File: config.mk
export PLATFORM = sky130hd
export DESIGN_NAME = argv_tokenizer_with_escapes_unit
export DESIGN_NICKNAME = d
export VERILOG_FILES = /design/src/sv/atok_pkg.sv /design/src/sv/argv_tokenizer_with_escapes_unit.sv /design/src/sv/atok_parse.sv /design/src/sv/atok_fifo.sv
export SDC_FILE = /design/constraint.sdc
export NUM_CORES = 1
export LEC_CHECK = 0
export ABC_AREA = 0
export BUFFER_PORTS_ARGS = -buffer_cell sky130_fd_sc_hd__buf_2
export CAP_MARGIN = 20
export CORE_ASPECT_RATIO = 0.75
export CORE_UTILIZATION = 24
export CTS_CLUSTER_DIAMETER = 30
export DETAILED_ROUTE_END_ITERATION = 12
export SYNTH_ARGS = -nofsm -noshare
export SYNTH_HDL_FRONTEND = slang
export SYNTH_SLANG_ARGS = --single-unit
export TNS_END_PERCENT = 50
File: constraint.sdc
create_clock -name clk -period 11.5 [get_ports clk]
set_input_delay 2.3 -clock clk [delete_from_list [all_inputs] [get_ports clk]]
set_output_delay 2.3 -clock clk [all_outputs]
set_load 0.005 [all_outputs]
File: src/sv/atok_pkg.sv
// ----------------------------------------------------------------------------
// atok_pkg
// shared types and codes for the argument tokenizer with escape decoding
// ----------------------------------------------------------------------------
package atok_pkg;

  // result kinds
  localparam logic [2:0] KIND_BYTE    = 3'd0;
  localparam logic [2:0] KIND_ARGEND  = 3'd1;
  localparam logic [2:0] KIND_LINEEND = 3'd2;
  localparam logic [2:0] KIND_BADESC  = 3'd3;
  localparam logic [2:0] KIND_NOQUOTE = 3'd4;

  // parser phases
  localparam logic [2:0] PH_BETWEEN = 3'd0;
  localparam logic [2:0] PH_ARG     = 3'd1;
  localparam logic [2:0] PH_ESC     = 3'd2;
  localparam logic [2:0] PH_OCT     = 3'd3;
  localparam logic [2:0] PH_HEX1    = 3'd4;
  localparam logic [2:0] PH_HEX2    = 3'd5;
  localparam logic [2:0] PH_SKIP    = 3'd6;

  // configuration register indexes
  localparam logic CFG_COMMENT = 1'b0;
  localparam logic CFG_COMMA   = 1'b1;

  // characters
  localparam logic [7:0] CH_NUL   = 8'h00;
  localparam logic [7:0] CH_TAB   = 8'h09;
  localparam logic [7:0] CH_LF    = 8'h0A;
  localparam logic [7:0] CH_CR    = 8'h0D;
  localparam logic [7:0] CH_SPACE = 8'h20;
  localparam logic [7:0] CH_QUOTE = 8'h22;
  localparam logic [7:0] CH_HASH  = 8'h23;
  localparam logic [7:0] CH_COMMA = 8'h2C;
  localparam logic [7:0] CH_ZERO  = 8'h30;
  localparam logic [7:0] CH_SEVEN = 8'h37;
  localparam logic [7:0] CH_NINE  = 8'h39;
  localparam logic [7:0] CH_UA    = 8'h41;
  localparam logic [7:0] CH_UF    = 8'h46;
  localparam logic [7:0] CH_BSL   = 8'h5C;
  localparam logic [7:0] CH_LA    = 8'h61;
  localparam logic [7:0] CH_LFX   = 8'h66;
  localparam logic [7:0] CH_N     = 8'h6E;
  localparam logic [7:0] CH_R     = 8'h72;
  localparam logic [7:0] CH_T     = 8'h74;
  localparam logic [7:0] CH_X     = 8'h78;

  // results one byte can cause, and the result queue
  localparam int MAX_RES    = 3;
  localparam int RES_CNT_W  = 2;
  localparam int FIFO_DEPTH = 8;
  localparam int FIFO_AW    = 3;
  localparam int FIFO_CW    = 4;

  typedef struct packed {
    logic [2:0] kind;
    logic [7:0] data;
    logic       last;
  } result_t;

  typedef struct packed {
    logic [2:0] phase;
    logic       quoted;
    logic [7:0] esc;
    logic [1:0] digits;
  } pstate_t;

  typedef struct packed {
    logic comment_en;
    logic comma_en;
  } cfg_t;

  typedef struct packed {
    logic [FIFO_CW-1:0] count;
    logic               room;
  } fifo_status_t;

endpackage

File: src/sv/argv_tokenizer_with_escapes_unit.sv
// ----------------------------------------------------------------------------
// argv_tokenizer_with_escapes_unit
// splits a zero-terminated line into arguments and decodes backslash escapes
// ----------------------------------------------------------------------------
//  port group  dir  handshake            payload
//  in_*        in   in_valid / in_stall   in_byte
//  out_*       out  out_valid / out_stall out_kind, out_byte, out_last
//  cfg_*       in   cfg_we               cfg_index, cfg_data
//
// one byte is taken per cycle unless the input stalls; it waits in the input
// register, then its zero to three results enter an eight-entry queue and leave
// one per beat, so the first result is offered once the byte has passed the
// input register and the queue, and leaves when the output is not stalled.
// a byte causing several results holds the output for that many beats; the
// input stalls while a waiting byte finds fewer than three free queue entries.
// reset clears the parser state, the configuration and the queue.
module argv_tokenizer_with_escapes_unit (
  input  logic       clk,
  input  logic       rst,
  input  logic       in_valid,
  output logic       in_stall,
  input  logic [7:0] in_byte,
  output logic       out_valid,
  input  logic       out_stall,
  output logic [2:0] out_kind,
  output logic [7:0] out_byte,
  output logic       out_last,
  input  logic       cfg_we,
  input  logic       cfg_index,
  input  logic       cfg_data
);
  import atok_pkg::*;

  logic                         in_full;
  logic [7:0]                   byte_q;
  logic                         proc_fire;
  logic                         in_take;
  cfg_t                         cfg;
  pstate_t                      st;
  pstate_t                      st_next;
  result_t [MAX_RES-1:0]        res;
  logic [RES_CNT_W-1:0]         res_count;
  logic [RES_CNT_W-1:0]         push_count;
  result_t                      head;
  fifo_status_t                 fstat;
  logic                         pop;

  assign proc_fire  = in_full && fstat.room;
  assign in_stall   = in_full && !fstat.room;
  assign in_take    = in_valid && !in_stall;
  assign push_count = proc_fire ? res_count : '0;
  assign out_valid  = (fstat.count != '0);
  assign pop        = out_valid && !out_stall;
  assign out_kind   = head.kind;
  assign out_byte   = head.data;
  assign out_last   = head.last;

  always_ff @(posedge clk) begin
    if (rst) begin
      in_full <= 1'b0;
    end else if (in_take) begin
      in_full <= 1'b1;
    end else if (proc_fire) begin
      in_full <= 1'b0;
    end
  end

  always_ff @(posedge clk) begin
    if (in_take) begin
      byte_q <= in_byte;
    end
  end

  always_ff @(posedge clk) begin
    if (rst) begin
      cfg <= '0;
    end else if (cfg_we) begin
      unique case (cfg_index)
        CFG_COMMENT: cfg.comment_en <= cfg_data;
        CFG_COMMA:   cfg.comma_en   <= cfg_data;
        default:     cfg            <= cfg;
      endcase
    end
  end

  always_ff @(posedge clk) begin
    if (rst) begin
      st.phase  <= PH_BETWEEN;
      st.quoted <= 1'b0;
      st.esc    <= 8'h00;
      st.digits <= 2'd0;
    end else if (proc_fire) begin
      st <= st_next;
    end
  end

  atok_parse u_parse (
    .cur       (st),
    .cfg       (cfg),
    .in_byte   (byte_q),
    .nxt       (st_next),
    .res       (res),
    .res_count (res_count)
  );

  atok_fifo u_fifo (
    .clk        (clk),
    .rst        (rst),
    .push_res   (res),
    .push_count (push_count),
    .pop        (pop),
    .head       (head),
    .status     (fstat)
  );

  // queue never overflows
  a_fifo_bound: assert property (@(posedge clk) disable iff (rst)
    fstat.count <= FIFO_CW'(FIFO_DEPTH))
    else $error("result queue overflow");

  // a zero byte always leaves the parser between arguments
  a_line_reset: assert property (@(posedge clk) disable iff (rst)
    (proc_fire && byte_q == CH_NUL) |=> (st.phase == PH_BETWEEN && !st.quoted
      && st.esc == 8'h00 && st.digits == 2'd0))
    else $error("parser not reset by line end");

  // output valid only drops after a beat left
  a_out_drop: assert property (@(posedge clk) disable iff (rst)
    $fell(out_valid) |-> $past(pop))
    else $error("result lost from output");

  // a processed byte always reports at least one result when it ends a line
  a_line_result: assert property (@(posedge clk) disable iff (rst)
    (proc_fire && byte_q == CH_NUL) |-> (res_count != '0))
    else $error("line end produced no result");

endmodule

File: src/sv/atok_parse.sv
// ----------------------------------------------------------------------------
// atok_parse
// one byte step of the tokenizer: next parser state and up to three results
// ----------------------------------------------------------------------------
module atok_parse (
  input  atok_pkg::pstate_t                    cur,
  input  atok_pkg::cfg_t                       cfg,
  input  logic [7:0]                           in_byte,
  output atok_pkg::pstate_t                    nxt,
  output atok_pkg::result_t [atok_pkg::MAX_RES-1:0] res,
  output logic [atok_pkg::RES_CNT_W-1:0]       res_count
);
  import atok_pkg::*;

  logic       is_space;
  logic       is_oct;
  logic       is_dec;
  logic       hex_ok;
  logic [3:0] hex_val;
  logic [7:0] oct_acc;

  assign is_space = (in_byte == CH_SPACE) || (in_byte >= CH_TAB && in_byte <= CH_CR);
  assign is_oct   = (in_byte >= CH_ZERO) && (in_byte <= CH_SEVEN);
  assign is_dec   = (in_byte >= CH_ZERO) && (in_byte <= CH_NINE);
  assign hex_ok   = is_dec || (in_byte >= CH_LA && in_byte <= CH_LFX)
                  || (in_byte >= CH_UA && in_byte <= CH_UF);
  // letters a-f and A-F both have low nibble 1..6
  assign hex_val  = is_dec ? in_byte[3:0] : in_byte[3:0] + 4'd9;
  assign oct_acc  = {cur.esc[4:0], in_byte[2:0]};

  always_comb begin
    logic [RES_CNT_W:0] n;
    logic               do_arg;
    logic               do_lineend;
    logic [2:0]         k  [MAX_RES];
    logic [7:0]         d  [MAX_RES];
    logic [2:0]         k1;
    logic [7:0]         d1;
    logic               e1;
    logic [2:0]         k2;
    logic [7:0]         d2;
    logic               e2;
    logic [2:0]         k3;
    logic               e3;
    logic [7:0]         esc_c;
    logic               esc_ok;

    nxt        = cur;
    n          = '0;
    do_arg     = 1'b0;
    do_lineend = 1'b0;
    k1 = KIND_BYTE; d1 = 8'h00; e1 = 1'b0;
    k2 = KIND_BYTE; d2 = 8'h00; e2 = 1'b0;
    k3 = KIND_LINEEND;          e3 = 1'b0;
    esc_c  = 8'h00;
    esc_ok = 1'b1;
    for (int i = 0; i < MAX_RES; i++) begin
      k[i] = KIND_BYTE;
      d[i] = 8'h00;
    end

    // first slot: result of the phase handler itself
    unique case (cur.phase)
      PH_ARG: begin
        do_arg = 1'b1;
      end
      PH_ESC: begin
        unique case (in_byte)
          CH_N:     esc_c = CH_LF;
          CH_R:     esc_c = CH_CR;
          CH_T:     esc_c = CH_TAB;
          CH_QUOTE: esc_c = CH_QUOTE;
          CH_BSL:   esc_c = CH_BSL;
          default:  esc_ok = 1'b0;
        endcase
        if (esc_ok) begin
          e1 = 1'b1; k1 = KIND_BYTE; d1 = esc_c;
          nxt.phase = PH_ARG;
        end else if (is_oct) begin
          nxt.esc    = {5'd0, in_byte[2:0]};
          nxt.digits = 2'd1;
          nxt.phase  = PH_OCT;
        end else if (in_byte == CH_X) begin
          nxt.esc   = 8'h00;
          nxt.phase = PH_HEX1;
        end else begin
          e1 = 1'b1; k1 = KIND_BADESC;
          nxt.esc    = 8'h00;
          nxt.digits = 2'd0;
          nxt.phase  = PH_SKIP;
          do_lineend = (in_byte == CH_NUL);
        end
      end
      PH_OCT: begin
        if (is_oct && cur.digits != 2'd3) begin
          if (cur.digits == 2'd2) begin
            e1 = 1'b1; k1 = KIND_BYTE; d1 = oct_acc;
            nxt.esc    = 8'h00;
            nxt.digits = 2'd0;
            nxt.phase  = PH_ARG;
          end else begin
            nxt.esc    = oct_acc;
            nxt.digits = cur.digits + 2'd1;
          end
        end else begin
          // flush the pending octal byte, then treat this one normally
          e1 = 1'b1; k1 = KIND_BYTE; d1 = cur.esc;
          nxt.esc    = 8'h00;
          nxt.digits = 2'd0;
          nxt.phase  = PH_ARG;
          do_arg     = 1'b1;
        end
      end
      PH_HEX1, PH_HEX2: begin
        if (!hex_ok) begin
          e1 = 1'b1; k1 = KIND_BADESC;
          nxt.esc    = 8'h00;
          nxt.digits = 2'd0;
          nxt.phase  = PH_SKIP;
          do_lineend = (in_byte == CH_NUL);
        end else if (cur.phase == PH_HEX1) begin
          nxt.esc   = {4'd0, hex_val};
          nxt.phase = PH_HEX2;
        end else begin
          e1 = 1'b1; k1 = KIND_BYTE; d1 = {cur.esc[3:0], hex_val};
          nxt.esc   = 8'h00;
          nxt.phase = PH_ARG;
        end
      end
      PH_SKIP: begin
        do_lineend = (in_byte == CH_NUL);
      end
      default: begin
        if (in_byte == CH_NUL) begin
          do_lineend = 1'b1;
        end else if (is_space) begin
          nxt.phase = PH_BETWEEN;
        end else if (cfg.comment_en && in_byte == CH_HASH) begin
          nxt.phase = PH_SKIP;
        end else if (in_byte == CH_QUOTE) begin
          nxt.quoted = 1'b1;
          nxt.phase  = PH_ARG;
        end else begin
          nxt.quoted = 1'b0;
          nxt.phase  = PH_ARG;
          do_arg     = 1'b1;
        end
      end
    endcase

    // second slot: ordinary argument byte handling
    if (do_arg) begin
      if (in_byte == CH_BSL) begin
        nxt.phase = PH_ESC;
      end else if (!nxt.quoted) begin
        if (in_byte == CH_NUL) begin
          e2 = 1'b1; k2 = KIND_ARGEND;
          do_lineend = 1'b1;
        end else if (is_space || (cfg.comma_en && in_byte == CH_COMMA)) begin
          e2 = 1'b1; k2 = KIND_ARGEND;
          nxt.phase = PH_BETWEEN;
        end else begin
          e2 = 1'b1; k2 = KIND_BYTE; d2 = in_byte;
        end
      end else begin
        if (in_byte == CH_QUOTE) begin
          e2 = 1'b1; k2 = KIND_ARGEND;
          nxt.quoted = 1'b0;
          nxt.phase  = PH_BETWEEN;
        end else if (in_byte == CH_NUL) begin
          e2 = 1'b1; k2 = KIND_NOQUOTE;
          do_lineend = 1'b1;
        end else begin
          e2 = 1'b1; k2 = KIND_BYTE; d2 = in_byte;
        end
      end
    end

    // third slot: line end returns the parser to its reset state
    if (do_lineend) begin
      e3 = 1'b1;
      nxt.phase  = PH_BETWEEN;
      nxt.quoted = 1'b0;
      nxt.esc    = 8'h00;
      nxt.digits = 2'd0;
    end

    // pack the used slots in order
    if (e1) begin
      k[n[1:0]] = k1; d[n[1:0]] = d1; n = n + 3'd1;
    end
    if (e2) begin
      k[n[1:0]] = k2; d[n[1:0]] = d2; n = n + 3'd1;
    end
    if (e3 && n < 3'(MAX_RES)) begin
      k[n[1:0]] = k3; d[n[1:0]] = 8'h00; n = n + 3'd1;
    end

    res_count = n[RES_CNT_W-1:0];
    for (int i = 0; i < MAX_RES; i++) begin
      res[i].kind = k[i];
      res[i].data = d[i];
      res[i].last = (3'(i) + 3'd1 == n);
    end
  end

endmodule

File: src/sv/atok_fifo.sv
// ----------------------------------------------------------------------------
// atok_fifo
// result queue: takes up to three results per cycle, hands out one per beat
// ----------------------------------------------------------------------------
module atok_fifo (
  input  logic                                     clk,
  input  logic                                     rst,
  input  atok_pkg::result_t [atok_pkg::MAX_RES-1:0] push_res,
  input  logic [atok_pkg::RES_CNT_W-1:0]           push_count,
  input  logic                                     pop,
  output atok_pkg::result_t                        head,
  output atok_pkg::fifo_status_t                   status
);
  import atok_pkg::*;

  result_t              mem [FIFO_DEPTH];
  logic [FIFO_AW-1:0]   wr_ptr;
  logic [FIFO_AW-1:0]   rd_ptr;
  logic [FIFO_CW-1:0]   count;
  logic [FIFO_CW-1:0]   count_next;

  assign count_next = count + FIFO_CW'(push_count) - FIFO_CW'(pop);

  always_ff @(posedge clk) begin
    if (rst) begin
      wr_ptr <= '0;
      rd_ptr <= '0;
      count  <= '0;
    end else begin
      wr_ptr <= wr_ptr + FIFO_AW'(push_count);
      rd_ptr <= rd_ptr + FIFO_AW'(pop);
      count  <= count_next;
    end
  end

  always_ff @(posedge clk) begin
    for (int i = 0; i < MAX_RES; i++) begin
      if (RES_CNT_W'(i) < push_count) begin
        mem[wr_ptr + FIFO_AW'(i)] <= push_res[i];
      end
    end
  end

  assign head         = mem[rd_ptr];
  assign status.count = count;
  // room for the worst case of one byte
  assign status.room  = (count <= FIFO_CW'(FIFO_DEPTH - MAX_RES));

endmodule

Yosys cells after proc, flatten, opt, wreduce, memory -nomap -nowiden
Memory sizes are Yosys's and may differ from the RTL's. A register that Yosys moved wholly into a read port is not among the register bits.
Cells that the tools add are included.
W data, S select, Z words.
{ "word_totals": {"register_bits": 35, "ram_bits": 96, "input_bits": 15, "out_inout_bits": 14, "word_cells": 230, "n_memories": 1} }
{ "mem_list": {"columns": ["name", "words", "word_bits", "read_ports", "rd_clocked_by_memory_dff", "write_ports", "line_no", "text"], "rows": [
  ["u_fifo.mem", 8, 12, 1, 1, 3, "atok_fifo.sv:16", "result_t mem [FIFO_DEPTH];"]
]} }
{ "op_classes": {"addsub": 10, "order_cmp": 18, "eq_ne": 23, "n_mux": 123, "bitwise": 8, "n_reduce_logical": 36} }
{ "ops": {"columns": ["op", "count"], "rows": [
  ["$mux W8", 15],
  ["$mux W3", 26],
  ["$mux W24", 2],
  ["$mux W1", 43],
  ["$eq A8 B7 Y1 const B", 5],
  ["$mux W4", 9],
  ["$pmux W7 S5", 1],
  ["$demux W8 S2", 2],
  ["$eq A8 B6 Y1 const B", 4],
  ["$mux W10", 3],
  ["$pmux W10 S3", 1],
  ["$and A24 B24 Y24", 1],
  ["$bwmux W24", 1],
  ["$not A24 Y24", 1],
  ["$pmux W8 S3", 1],
  ["$mux W9", 2],
  ["$ge A8 B7 Y1 const B", 2],
  ["$le A8 B6 Y1 const B", 2],
  ["$le A8 B7 Y1 const B", 2],
  ["$logic_and A1 B1 Y1", 15],
  ["$mux W14", 1],
  ["$demux W3 S2", 2],
  ["$mux W2", 6],
  ["$pmux W3 S4", 1],
  ["other kinds (51)", 70]
]} }

Longest topological paths before layout
{ "logic_depth": {"word_depth": 20, "ltp_mapped": 20, "depth_no_buf": 17} }

Cells and area by module
From an unflattened synthesis, not the netlist that was laid out.
{ "hier_totals": {"hier_cells": 1126, "hier_area_um2": 10035.9} }
{ "by_module_without_submodules": {"columns": ["mod", "n_inst", "cells_per_inst", "area_per_inst_um2"], "rows": [
  ["atok_fifo", 1, 748, 7100.6],
  ["atok_parse", 1, 289, 1929.4],
  ["argv_tokenizer_with_escapes_unit", 1, 89, 1006.0]
]} }

Least setup slack after synthesis
No wires, ideal clock.
{ "synth_timing": {"path_kind": "register -> register", "start": "reg byte_q[0]", "end": "mem u_fifo.mem[4][0] (netlist bit) (enable)", "setup_ps": 398, "arrival_ps": 4424, "setup_slack_ps": 6678, "path_stages_with_launch": 19, "path_buffers": 5, "period_less_slack_ps": 4822, "path_cell_list": "edfxtp_1 > clkbuf_1 > inv_1 > ha_1 > clkbuf_1 > nand3b_1 > o22ai_1 > a221oi_1 > nor2_1 > ha_1 > clkbuf_1 > o31ai_1 > a21o_1 > buf_6 > inv_2 > buf_6 > o21ai_1 > mux2_2 > o21ai_0"} }
{ "synth_lines": {"columns": ["item", "line_no", "text"], "rows": [
  ["start, declared", "argv_tokenizer_with_escapes_unit.sv:35", "logic [7:0] byte_q;"],
  ["start signal, assigned", "argv_tokenizer_with_escapes_unit.sv:70", "byte_q <= in_byte;"],
  ["end, declared", "atok_fifo.sv:16", null]
]} }

==> out/metrics.cfg <==
[timing]
skew_ns = 0.0150
tightest_slew_ns = 1.07
period_needed_ns = 5.12
period_share_pct = 44.5
fin_setup_tns_ns = 0
max_slew_margin_pct = 27.9
hold_slack_ns = 0.457
setup_viol = 0
rsz0062_at_grt = no
drv_slew = 0
hold_viol_final = 0
fin_ws_ns = 6.38
fmax_mhz = 195

[final_layout]
syn2layout_area_growth_pct = 13.6
nNetsFinal = 870
final_layout_size_suffix_gt1_share_pct = 16.5
stdcell_area_um2 = 9370
n_antenna_cell = 0

[power]
power_frac_comb_pct = 31.5
power_frac_seq_pct = 37.5
switching_power_mw = 0.602
ir_worst_vdd_uv = 133
leakage_nw = 3.08
power.density_nw_per_um2 = 183
internal_power_mw = 1.11
swShare_pct = 35.2
pwr-share-clk_pct = 31.0

[setup_path]
arrival_ns = 5.18
start_kind = flop
crit_buf_inv = 1
worstRegToRegCells = 13
crit_slowest_cell = o41ai_1
critPathKind = reg -> reg
crit_path_max_fanout = 18
crit_required_ns = 11.56
timing.rr.start = byte_q[0]
slowest_delay_ns = 0.61
r2r-end = u_fifo.mem[0][9]
path_delay_family = compound AO/OA/AOI/OAI gates
cp-end-kind = flop
regToRegSetupSlack_ns = 6.38
crit_chain = inv_1 -> ha_1 -> or3b_1 -> o2111ai_1 -> o2111a_1 -> nor2_1 -> ha_1 -> o41ai_1 -> nand2_1 -> nor2_1 -> nand2_1 -> o21ai_0 -> a21o_1

[cts]
hold_buffers = 0
htreeDepth = 4
cts_tree = yes
cts-buffers-inserted = 17
cts_max_path_buffers = 2
cts_root_buf = clkbuf_16
worstSkewPairLatency_ns = 0.44
path_clk_slew_ns = 0.06
cts.sinks = 131
postCtsSetupBuffers = 0
cts-resized-gates = 0

[global_routing]
grt_max_degree = 29
grt_pass1_wl_mm = 39.1
antenna_found_initial = 1
grt-ovfl-total = 0
track_usage_pct = 14.5
first_global_vias = 6457

[detailed_routing]
routed_wl_mm = 25.3
wire_per_inst_um = 19.5
vias = 7021
drt-initial-drc-count = 853
dr.pass1.iters = 5
via_per_inst = 5.41
ant_nets = 0
drc = 0

[die]
rows = 58
core_area_um2 = 33700
die_x_um = 216
fp.dieH_um = 163
initial_utilization_pct = 24.5
io_pins = 29
die_area_um2 = 35100

[logic_synthesis]
yosys.cell_types.count = 78
synth_area_um2 = 8250
async_reset_ff_share_pct = 0
synth.most_common_cell = edfxtp_1
synth-seq-cells = 131
syn_area_per_cell_um2 = 9.98
netlist.top_cell.by_area = edfxtp_1
synth_commonest_cells = 104 x edfxtp_1, 99 x nand2_1, 66 x o21ai_0
ys_warn_count = 0
syn-num-nets = 862
syn_inst = 826
synthDominantCellAreaShare_pct = 37.9
ys_seq_area_share_pct = 44.4
synthTopCellsByArea = edfxtp_1 38%, dfxtp_1 6.6%, mux4_2 6.6%, nand2_1 4.5%, o21ai_0 4.0%
synth_edf_count = 104
ys_dominant_reg_cell = edfxtp_1

[place]
dp_hpwl_mm = 19.0
placed_area_um2 = 8750
place.gp.congestion = 0.961
port_buffers = 28
place_ws_ns = 6.14

[min_path]
hold_path_class = reg -> reg
holdPathEnd = st[9]
hp-start = st[9]
worstHoldPathCells = 2

[job]
maxCapViolCount = 0

[run_status]
status = finished clean

-- power groups by stage --
| stage | Clock [mW] | Sequential, mW | Combinational (mW) |
|---|---|---|---|
| 2_1_floorplan | 0 | 0.606 | 0.426 |
| 3_3_place_gp | 0 | 0.651 | 0.535 |
| 3_5_place_dp | 0 | 0.652 | 0.538 |
| 4_1_cts | 0.537 | 0.642 | 0.541 |
| 5_1_grt | 0.556 | 0.651 | 0.597 |
| 6_report | 0.531 | 0.642 | 0.539 |
-- layer usage --
metal / GRT usage, % / routed length (um) / vias to the layer above
met5: 0 / 12 / -
met2: 20.2 / 10500 / 392
li1: - / - / 3209
met4: 3.33 / 257 / 2
met3: 4.33 / 2770 / 26
met1: 21.7 / 11800 / 3392
-- worst max-delay path by stage --
stage          depth (start not counted)                to  slack, ns      start
4_1_cts                               13  u_fifo.mem[4][6]       6.11  byte_q[0]
2_1_floorplan                         18  u_fifo.mem[4][0]       6.68  byte_q[0]
6_report                              13  u_fifo.mem[0][9]       6.38  byte_q[0]
3_5_place_dp                          13  u_fifo.mem[4][2]       6.14  byte_q[0]
5_1_grt                               13  u_fifo.mem[0][3]       6.00  byte_q[0]
3_3_place_gp                          13  u_fifo.mem[4][1]       6.26  byte_q[0]
-- worst register-to-register path: stages (launching register included) --
cell and delay, ns:
edfxtp_1 0.56, inv_1 0.18, ha_1 0.50, or3b_1 0.44, o2111ai_1 0.19, o2111a_1 0.36
nor2_1 0.15, ha_1 0.55, o41ai_1 0.61, nand2_1 0.13, nor2_1 0.29, nand2_1 0.09
o21ai_0 0.15, a21o_1 0.56
-- layout make-up --
| type | instances | area [um2] |
|---|---|---|
| timing repair buffer | 40 | 221 |
| tap | 450 | 563 |
| clock buffer | 17 | 425 |
| inverter | 23 | 86.3 |
| fill | 3551 | 24300 |
| multi-input combinational | 621 | 4250 |
| clock inverter | 15 | 156 |
| sequential | 131 | 3660 |
-- registers in the layout, summed over array words and instances, names as in the netlist --
name,count
byte_q,8
in_full,1
u_fifo.count,4
u_fifo.mem,96
st,14
u_fifo.rd_ptr,3
cfg,2
u_fifo.wr_ptr,3
-- through the flow --
step | util, % | cells | power (mW)
floorplan | - | 826 | 1.03
global placement | 26.0 | 1259 | 1.19
detailed placement | 26.0 | 1260 | 1.19
CTS | 27.7 | 1292 | 1.72
global route | 27.8 | 1297 | 1.80
finish | 27.8 | 1297 | 1.71
-- logic make-up after synthesis --
| kind of cell | Yosys count | synth area share [%] |
|---|---|---|
| compound gates | 259 | 20.3 |
| xor+xnor | 8 | 0.850 |
| fa+ha+maj | 21 | 3.37 |
| buf+inv | 74 | 4.20 |
| flops | 131 | 44.4 |
| mux | 41 | 8.83 |
| simple gates | 292 | 18.0 |
-- layout by cell type, fill, tap and decap left out, drive strengths merged, types with 5 or more instances in the layout --
| cell | n |
|---|---|
| a21o | 7 |
| a21oi | 56 |
| a221o | 8 |
| a22o | 6 |
| a22oi | 9 |
| a31oi | 14 |
| a32o | 9 |
| a32oi | 5 |
| and3 | 10 |
| buf | 39 |
| clkbuf | 18 |
| clkinv | 6 |
| dfxtp | 27 |
| edfxtp | 104 |
| ha | 19 |
| inv | 30 |
| mux2 | 14 |
| mux4 | 24 |
| nand2 | 101 |
| nand2b | 5 |
| nand3 | 42 |
| nand3b | 5 |
| nand4 | 5 |
| nor2 | 64 |
| nor2b | 12 |
| nor3 | 14 |
| nor4 | 6 |
| o211ai | 6 |
| o21ai | 69 |
| o22ai | 43 |
| xnor2 | 7 |
Note: power is estimated with default switching activity, not from simulation.
